==> config.mk <==
export PLATFORM = sky130hd
export DESIGN_NAME = bounded_stack_with_stats_unit
export DESIGN_NICKNAME = d
export VERILOG_FILES = /design/src/hw/rtl/bss_pkg.sv /design/src/hw/rtl/bss_store.sv /design/src/hw/rtl/bss_stats.sv /design/src/hw/rtl/bounded_stack_with_stats_unit.sv
export VERILOG_INCLUDE_DIRS = /design/src /design/src/hw/rtl
export SDC_FILE = /design/constraint.sdc
export NUM_CORES = 2
export LEC_CHECK = 0
export BUFFER_PORTS_ARGS = -buffer_cell sky130_fd_sc_hd__buf_2
export CORE_MARGIN = 3
export CORE_UTILIZATION = 30
export DETAILED_ROUTE_END_ITERATION = 8
export PLACE_DENSITY = 0.54
export SETUP_SLACK_MARGIN = 0.4
export SLEW_MARGIN = 20
export SYNTH_ARGS = -nofsm -noshare
export SYNTH_HDL_FRONTEND = slang
export SYNTH_SLANG_ARGS = --single-unit
export TNS_END_PERCENT = 20
==> constraint.sdc <==
create_clock -name clk -period 9.62 [get_ports clk]
set_clock_uncertainty 0.1 [all_clocks]
set_input_delay 0 -clock clk [delete_from_list [all_inputs] [get_ports clk]]
set_output_delay 0 -clock clk [all_outputs]
set_load 0.05 [all_outputs]
==> src/hw/rtl/bounded_stack_with_stats_unit_macros.svh <==
// Assertion macros shared by the stack RTL.
`ifndef BOUNDED_STACK_WITH_STATS_UNIT_MACROS_SVH
`define BOUNDED_STACK_WITH_STATS_UNIT_MACROS_SVH

// Same-cycle implication, clocked on clk, off during reset.
`define BSS_ASSERT_NOW(label, ante, cons) \
    label: assert property (@(posedge clk) disable iff (!rst_n) (ante) |-> (cons)) \
        else $error("same-cycle check failed");

// Next-cycle implication, clocked on clk, off during reset.
`define BSS_ASSERT_NEXT(label, ante, cons) \
    label: assert property (@(posedge clk) disable iff (!rst_n) (ante) |=> (cons)) \
        else $error("next-cycle check failed");

`endif

==> src/hw/rtl/bss_pkg.sv <==
// Package: constants, codes and transaction types of the bounded stack.
package bss_pkg;

    localparam int STACK_DEPTH = 128;
    localparam int SP_W        = $clog2(STACK_DEPTH + 1);
    localparam int ADDR_W      = (STACK_DEPTH > 1) ? $clog2(STACK_DEPTH) : 1;

    localparam logic [1:0] OP_PUSH = 2'd0;
    localparam logic [1:0] OP_POP  = 2'd1;

    localparam logic [1:0] ST_OK    = 2'd0;
    localparam logic [1:0] ST_FULL  = 2'd1;
    localparam logic [1:0] ST_EMPTY = 2'd2;

    typedef struct packed {
        logic [1:0]         operation;
        logic signed [31:0] push_value;
    } bss_in_t;

    typedef struct packed {
        logic signed [31:0] top_value;
        logic [1:0]         status;
        logic               is_empty;
        logic [7:0]         depth;
        logic [31:0]        push_count;
        logic [31:0]        pop_count;
        logic [7:0]         max_depth;
    } bss_out_t;

    typedef struct packed {
        logic            push_ok;
        logic            pop_ok;
        logic [SP_W-1:0] sp_next;
    } bss_stat_evt_t;

endpackage

==> src/hw/rtl/bss_store.sv <==
// Word store: synchronous RAM with separate write and read ports, registered read.
module bss_store (
    input  logic                      clk,
    input  logic                      we,
    input  logic [bss_pkg::ADDR_W-1:0] waddr,
    input  logic [31:0]               wdata,
    input  logic                      re,
    input  logic [bss_pkg::ADDR_W-1:0] raddr,
    output logic [31:0]               rdata
);
    import bss_pkg::*;

    logic [31:0] mem [STACK_DEPTH];
    logic [31:0] rdata_reg;

    always_ff @(posedge clk)
    begin
        if (we)
        begin
            mem[waddr] <= wdata;
        end
    end

    always_ff @(posedge clk)
    begin
        if (re)
        begin
            rdata_reg <= mem[raddr];
        end
    end

    assign rdata = rdata_reg;

endmodule

==> src/hw/rtl/bss_stats.sv <==
// Running statistics: saturating push/pop counters and high-water depth.
module bss_stats (
    input  logic                   clk,
    input  logic                   rst_n,
    input  bss_pkg::bss_stat_evt_t evt,
    output logic [31:0]            push_count,
    output logic [31:0]            pop_count,
    output logic [bss_pkg::SP_W-1:0] max_depth
);
    import bss_pkg::*;

    `include "bounded_stack_with_stats_unit_macros.svh"

    logic [31:0]     push_cnt_reg, push_cnt_next;
    logic [31:0]     pop_cnt_reg, pop_cnt_next;
    logic [SP_W-1:0] high_water_reg, high_water_next;

    always_comb
    begin
        push_cnt_next   = push_cnt_reg;
        pop_cnt_next    = pop_cnt_reg;
        high_water_next = high_water_reg;
        if (evt.push_ok && (push_cnt_reg != '1))
        begin
            push_cnt_next = push_cnt_reg + 32'd1;
        end
        if (evt.pop_ok && (pop_cnt_reg != '1))
        begin
            pop_cnt_next = pop_cnt_reg + 32'd1;
        end
        if (evt.push_ok && (evt.sp_next > high_water_reg))
        begin
            high_water_next = evt.sp_next;
        end
    end

    always_ff @(posedge clk or negedge rst_n)
    begin
        if (!rst_n)
        begin
            push_cnt_reg   <= '0;
            pop_cnt_reg    <= '0;
            high_water_reg <= '0;
        end
        else
        begin
            push_cnt_reg   <= push_cnt_next;
            pop_cnt_reg    <= pop_cnt_next;
            high_water_reg <= high_water_next;
        end
    end

    assign push_count = push_cnt_reg;
    assign pop_count  = pop_cnt_reg;
    assign max_depth  = high_water_reg;

    // high water only grows; saturated counters stay put
    `BSS_ASSERT_NEXT(a_hw_mono, 1'b1, high_water_reg >= $past(high_water_reg))
    `BSS_ASSERT_NEXT(a_push_sat, push_cnt_reg == '1, push_cnt_reg == '1)
    `BSS_ASSERT_NEXT(a_pop_sat, pop_cnt_reg == '1, pop_cnt_reg == '1)

endmodule

==> src/hw/rtl/bounded_stack_with_stats_unit.sv <==
// Top level: bounded LIFO stack of signed words with running statistics.
//
//  channel  | handshake          | payload (bss_pkg)  | direction
//  ---------+--------------------+--------------------+----------
//  command  | start / busy       | cmd    (bss_in_t)  | in
//  result   | done (strobe)      | rsp    (bss_out_t) | out
//
// A transaction is accepted at a clock edge; pending_reg registers the accept and
// drives done in the result cycle, in which the word RAM's registered read is out.
// busy is still high at the edge ending the result cycle, so the next command
// is taken only after busy falls: no new command is taken while one is pending.
// Reset (rst_n, async, active low) clears depth, statistics and the pending
// flag; the RAM contents are left as they are, only written entries are read.
// The receiver cannot stall: rsp is valid for exactly the one cycle of done.
module bounded_stack_with_stats_unit (
    input  logic              clk,
    input  logic              rst_n,
    input  logic              start,
    output logic              busy,
    input  bss_pkg::bss_in_t  cmd,
    output logic              done,
    output bss_pkg::bss_out_t rsp
);
    import bss_pkg::*;

    `include "bounded_stack_with_stats_unit_macros.svh"

    // Stack pointer = number of words held; pending marks the result cycle.
    logic [SP_W-1:0] sp_reg, sp_next;
    logic            pending_reg;
    logic [1:0]      status_reg, status_next;
    logic            rd_ok_reg;       // result carries a RAM word

    logic            accept;
    logic            is_push, is_pop;
    logic            full, empty;
    logic            push_ok, pop_ok, peek_ok;
    logic [SP_W-1:0] sp_m1;
    logic [31:0]     rdata;

    bss_stat_evt_t   evt;
    logic [31:0]     push_count, pop_count;
    logic [SP_W-1:0] max_depth;

    assign accept  = start && !busy;
    assign is_push = (cmd.operation == OP_PUSH);
    assign is_pop  = (cmd.operation == OP_POP);
    // any other code (bit 1 set) is a peek
    assign full    = (sp_reg == SP_W'(STACK_DEPTH));
    assign empty   = (sp_reg == '0);
    assign sp_m1   = sp_reg - SP_W'(1);

    assign push_ok = accept && is_push && !full;
    assign pop_ok  = accept && is_pop && !empty;
    assign peek_ok = accept && !is_push && !is_pop && !empty;

    always_comb
    begin
        sp_next = sp_reg;
        if (push_ok)
        begin
            sp_next = sp_reg + SP_W'(1);
        end
        else if (pop_ok)
        begin
            sp_next = sp_m1;
        end

        if (is_push)
        begin
            status_next = full ? ST_FULL : ST_OK;
        end
        else
        begin
            status_next = empty ? ST_EMPTY : ST_OK;
        end
    end

    always_ff @(posedge clk or negedge rst_n)
    begin
        if (!rst_n)
        begin
            sp_reg      <= '0;
            pending_reg <= 1'b0;
            rd_ok_reg   <= 1'b0;
        end
        else
        begin
            sp_reg      <= sp_next;
            pending_reg <= accept;
            if (accept)
            begin
                rd_ok_reg <= pop_ok || peek_ok;
            end
        end
    end

    // status is payload: no reset needed
    always_ff @(posedge clk)
    begin
        if (accept)
        begin
            status_reg <= status_next;
        end
    end

    // Push writes at the current pointer; pop and peek read the top entry.
    bss_store u_store (
        .clk   (clk),
        .we    (push_ok),
        .waddr (sp_reg[ADDR_W-1:0]),
        .wdata (cmd.push_value),
        .re    (pop_ok || peek_ok),
        .raddr (sp_m1[ADDR_W-1:0]),
        .rdata (rdata)
    );

    assign evt.push_ok = push_ok;
    assign evt.pop_ok  = pop_ok;
    assign evt.sp_next = sp_next;

    bss_stats u_stats (
        .clk        (clk),
        .rst_n      (rst_n),
        .evt        (evt),
        .push_count (push_count),
        .pop_count  (pop_count),
        .max_depth  (max_depth)
    );

    // State already reflects the accepted command during the result cycle.
    assign busy = pending_reg;
    assign done = pending_reg;

    assign rsp.top_value  = rd_ok_reg ? rdata : '0;
    assign rsp.status     = status_reg;
    assign rsp.is_empty   = (sp_reg == '0);
    assign rsp.depth      = 8'(sp_reg);
    assign rsp.push_count = push_count;
    assign rsp.pop_count  = pop_count;
    assign rsp.max_depth  = 8'(max_depth);

    `BSS_ASSERT_NEXT(a_accept_done, accept, done)
    `BSS_ASSERT_NOW(a_sp_bound, 1'b1, sp_reg <= SP_W'(STACK_DEPTH))
    `BSS_ASSERT_NOW(a_refused_hold, done && (status_reg != ST_OK), sp_reg == $past(sp_reg))

endmodule
Word level (Yosys, flattened, before mapping)
Memories as Yosys holds them, arrays and structs flattened. A register that Yosys moved wholly into a read port is not among the register bits. Cells that the tools add are included.

Flip-flop bits (word level): 84. RAM bits: 4096. Input bits: 37. Output and inout port bits: 117. Word-level logic and storage cells: 44. Memories: 1.

$add $sub $neg: 4. $lt $le $gt $ge: 1. Eq/ne operators: 4. Muxes and demuxes: 8. Reduce and logical (&&, ||, !) cells: 19.

Memories: u_store.mem (depth 128, bits a word 32, rd ports 1, clocked after memory_dff 1, wr ports 1, RTL line bss_store.sv:13) `logic [31:0] mem [STACK_DEPTH];`.

Operators with widths (number): $add A32 B1 Y32 const B (2); $ne A32 B32 Y1 const B (2); $mux W32 (1); $mux W8 (2); $logic_and A1 B1 Y1 (11); $add A8 B1 Y8 const B (1); $eq A8 B8 Y1 const B (1); $gt A8 B8 Y1 (1); $logic_not A8 Y1 (1); $sub A8 B1 Y8 const B (1); $logic_not A1 Y1 (5); $mux W2 (2); $mux W1 (3); $eq A2 B1 Y1 const B (1); $logic_not A2 Y1 (1); $logic_or A1 B1 Y1 (1).

Depth between registers and ports, before layout
Word-level depth: 8. Depth in mapped cells: 18. Depth with buffers taken out: 16.

Hierarchy
From an unflattened synthesis, not the netlist that was laid out.

Cell total of the unflattened synthesis: 6438. Area total of the unflattened synthesis: 161198.4 sq um.

Modules (own cells, without submodules): bss_store (times used 1, cells each 5990, area each 156596.4 sq um, sequential area each 123958.9 sq um); bss_stats (times used 1, cells each 331, area each 3592.2 sq um, sequential area each 1801.7 sq um); bounded_stack_with_stats_unit (times used 1, cells each 117, area each 1009.7 sq um, sequential area each 310.3 sq um).

Worst setup path after synthesis
OpenSTA, ideal clock, no wires.

Kind: reg2reg. Start: register pending_reg (netlist: busy). End: memory u_store.mem[103][0] (enable). Library setup time: 0.468 ns. Arrival: 4.192 ns. Required time: 9.052 ns. Path slack: 4.861 ns. Cell stages (with the launch flop): 6. Buffers on the path: 2. Period minus slack after synthesis: 4.759 ns. Cell sequence: dfrtp_1 -> or4b_1 -> buf_2 -> or2_1 -> clkbuf_1 -> nor3b_1.

Longest elaborated chain between the ends: 6.

RTL lines: from (decl) (RTL line bounded_stack_with_stats_unit.sv:30) `logic pending_reg;`; from (signal assigned) (RTL line bounded_stack_with_stats_unit.sv:90) `pending_reg <= accept;`; $logic_not A1 Y1 (RTL line bounded_stack_with_stats_unit.sv:45) `assign accept = start && !busy;`; $logic_and A1 B1 Y1 (RTL line bounded_stack_with_stats_unit.sv:45); $logic_and A1 B1 Y1 (2 in a row) (RTL line bounded_stack_with_stats_unit.sv:53) `assign push_ok = accept && is_push && !full;`; $mux W1 (RTL line bss_store.sv:18) `if (we)`; $mux W1 (not written as such) (RTL line bss_store.sv:20) `mem[waddr] <= wdata;`; to (decl) (RTL line bss_store.sv:13).

Every way passes these cells.

Worst setup path after layout
Start: register sp_reg[0]. End: register u_store.rdata_reg[10] (netlist: u_store.rdata[10]), read port of u_store.mem (data pin).

Longest elaborated chain between the ends: 4. Elaborated cells on any way between the ends: 6.

RTL lines: from (decl) (RTL line bounded_stack_with_stats_unit.sv:29) `logic [SP_W-1:0] sp_reg, sp_next;`; from (signal assigned) (RTL line bounded_stack_with_stats_unit.sv:89) `sp_reg <= sp_next;`; parallel branches: the longest is 4 deep, another holds $sub A8 B1 Y8; to (decl) (RTL line bss_store.sv:14) `logic [31:0] rdata_reg;`.

Several ways; the timed one is not identified. A chain may end at the register's enable or synchronous reset.

==> impl_results.md <==
- Result of the run: complete, no violations
- Hold buffer count at CTS: between 60 and 70
- Share of flip-flops with an asynchronous set or reset after synthesis: 0.01947
- CP endpoint kind: flop
- Flip-flop count of the largest register after layout: approximately 4k
- Leading area contributor after synthesis: sky130_fd_sc_hd__edfxtp_1
- Biggest register: u_store.mem
- DPL Wire Length: approximately 270 mm
- RSZ-0062 raised after global routing: false
- Effective utilization at floorplan: 0.3018
- Count of instances resized after the clock tree is built: 0
- Hold wc startpoint: cmd[13]
- DRC violation total after the first TritonRoute iteration: 10.44k
- Vias per std cell: around 5.3
- Top-level port count: 154
- DRC viols: 0
- P_leak: 57.66 nW
- Maximum fanout along the worst path: 48
- Bufs on Longest Clock Path: 4
- Nets in the synthesized netlist: 7641
- Most used flip-flop cell after synthesis: sky130_fd_sc_hd__edfxtp_1
- Final Hold Violating Endpoints: 0
- Flops & latches, synth: 4212
- Count of final max-slew check failures: 0
- Number of enable flip-flop cells after synthesis: slightly above 4k
- Utilization after layout: 0.3497
- Number of antenna violations at the first check in global routing: 64
- Final Wtd Congestion: 0.8353
- Global-route wire length before repair: about 670 mm
- IR Drop Worst-Case VDD: 385.5 uV
- Nets@finish: roughly 8k
- Type of the setup path with the least slack: reg2reg
- Critical path arrival: 6.10 ns
- Final setup viols: 0
- Number of global-route vias before repair: 82.45k
- Leading cell types by total area after synthesis: sky130_fd_sc_hd__edfxtp_1, sky130_fd_sc_hd__mux4_2, sky130_fd_sc_hd__nand2_1
- Final sum of negative setup slack: 0 ns
- Mapped cell area: ~160000 um^2
- Clk slew on worst S/H paths: 0.06 ns
- Core region area: 533800 um^2
- Count of buffers inserted at the top-level ports: 153
- Hold-critical path depth: 2
- Area overhead of the layout relative to synthesis: 15.86%
- Worst path required time: about 10 ns
- Number of distinct standard cells referenced by the synthesized netlist: 61
- Slew margin rel.: 0.2489
- Class of the most critical hold timing path: in2reg
- Worst-Skew Late Latency: around 1.0 ns
- Count of standard-cell rows: 268
- Gate count of the mapped netlist: between 7k and 8k
- Register area share after synthesis: 0.7824
- Vias post-DR: 82.12k
- Global router's overall resource usage: 0.1729
- Total wire length after detailed routing: 486.5 mm
- Die ar.: 546000 um^2
- Height of the chip: 738.9 um
- Setup Fix Bufs, Post-CTS: 0
- Period Utilization, post-route: 0.5536
- Number of buffers added by the clock tree synthesis step: 425
- CTS sink cnt: 4212
- Cell area power density: 304.4 nW/um^2
- Detailed-router iteration count before antenna repair: 6
- Congestion Overflow GR: 0
- Max capacitance violation total: 0
- Avg WL per Cell: ~31 um
- Worst setup SP type: flop
- Most common library cell in the layout ignoring fill and taps: sky130_fd_sc_hd__edfxtp_1
- Yosys warning count: 0
- Pin count of the biggest net entering global routing: 122
- Average instance area after synthesis: 21.23 um^2
- Startpoint of the worst-slack reg-to-reg timing path: sp_reg[0]
- Area share of the leading cell type in the synthesized netlist: 0.7696
- Fmax: 187.8 MHz
- Level count of the clock H-tree: 5
- Critical path origin: sp_reg[0]
- Antenna Violating Nets Remaining: 0
- Final Critical Period: 5.326 ns
- Cell at the root of the clock tree: sky130_fd_sc_hd__clkbuf_16
- Top library cells by usage in the layout, fill and taps aside: sky130_fd_sc_hd__edfxtp_1, sky130_fd_sc_hd__mux4_2, sky130_fd_sc_hd__nand2_1
- Depth of the most critical reg-to-reg path: 10
- Horizontal die dimension: 738.9 um
- Share of cells above drive strength 1: 0.2628
- TritonCTS clock tree: built
- Worst slew pin tran: roughly 1.1 ns
==> logic make-up after synthesis <==
family | Yosys count | share of synthesized area
flip-flops | 4212 | 0.7824
AND/OR/NAND/NOR | 1424 | 0.03981
multiplexers | 1037 | 0.1440
buffers and inverters | 445 | 0.01194
AO/OA/AOI/OAI | 389 | 0.01694
XOR/XNOR | 71 | 0.003906
adder cells (fa/ha/maj) | 13 | 0.001009
==> worst max-delay path, stage by stage, from the launching register on <==
cell and delay (ns):
sky130_fd_sc_hd__dfrtp_4 0.91, sky130_fd_sc_hd__inv_1 0.31, sky130_fd_sc_hd__ha_4 0.29, sky130_fd_sc_hd__nand2b_1 0.29, sky130_fd_sc_hd__and2_4 0.72, sky130_fd_sc_hd__buf_4 0.74
sky130_fd_sc_hd__buf_4 0.68, sky130_fd_sc_hd__nand2_1 0.12, sky130_fd_sc_hd__a31oi_1 0.32, sky130_fd_sc_hd__nand4_1 0.41, sky130_fd_sc_hd__nand4_1 0.25
==> cell usage after synthesis (all sizes together), types with 7 or more instances <==
library cell	n
edfxtp	4130
dfrtp	82
nor2	158
xor2	13
a22oi	220
buf	185
clkbuf	240
or2	7
nor3	9
and2	38
a31oi	83
a21oi	63
nand4	131
and3	20
and4	7
mux4	1024
inv	18
ha	13
mux2	11
nand3	286
nand2b	7
xnor2	58
nand2	744
==> final timing paths <==
| kind | end | slack, ns |
|---|---|---|
| hold reg to reg | u_stats.pop_count[29] | 0.39 |
| hold / removal | u_store.mem[54][13] | 0.03 |
| setup reg to reg | u_store.rdata[10] | 4.29 |
| max in group asynchronous | u_stats.pop_count[16] | 7.93 |
| min in group asynchronous | sp_reg[4] | 0.49 |
| setup / recovery | u_store.rdata[10] | 4.29 |
==> power breakdown <==
part | switching, W | internal (W) | leakage (nW)
Combinational | 0.0128 | 0.00714 | 12.9
Clock | 0.00702 | 0.00909 | 6.51
Sequential | 0.000331 | 0.0204 | 38.2
==> per-stage QoR <==
stage / total power (W) / std cells / cell area [um^2] / setup slack (ns) / hold slack (ns)
2_1_floorplan: 0.03311 / 7591 / 161100 / 4.861 / -0.3956
6_report: 0.05683 / 15600 / 186700 / 4.294 / 0.03338
4_1_cts: 0.05728 / 15570 / 186500 / 4.204 / 0.008636
5_1_grt: 0.05889 / 15580 / 186600 / 3.994 / 0.06713
3_5_place_dp: 0.04117 / 14740 / 172500 / 4.124 / -0.1342
3_3_place_gp: 0.04119 / 14740 / 172500 / 4.104 / -0.1357
==> metal layers <==
layer | wire length, um | vias to the layer above | GRT usage
li1 | - | 32500 | -
met1 | 195600 | 44930 | 0.2357
met2 | 229200 | 3936 | 0.2766
met3 | 43750 | 730 | 0.03555
met4 | 17750 | 24 | 0.05785
met5 | 161 | - | 0
==> final cells by class <==
class | count | area, um^2
Tap cell | 7155 | 8952
Antenna cell | 25 | 62.56
Clock inverter | 238 | 2208
Clock buffer | 530 | 11160
Inverter | 20 | 75.07
Sequential cell | 4212 | 126100
Timing Repair Buffer | 487 | 3894
Multi-Input combinational cell | 2934 | 34270
Fill cell | 49570 | 347100
Note: power is estimated with default switching activity, not from simulation.
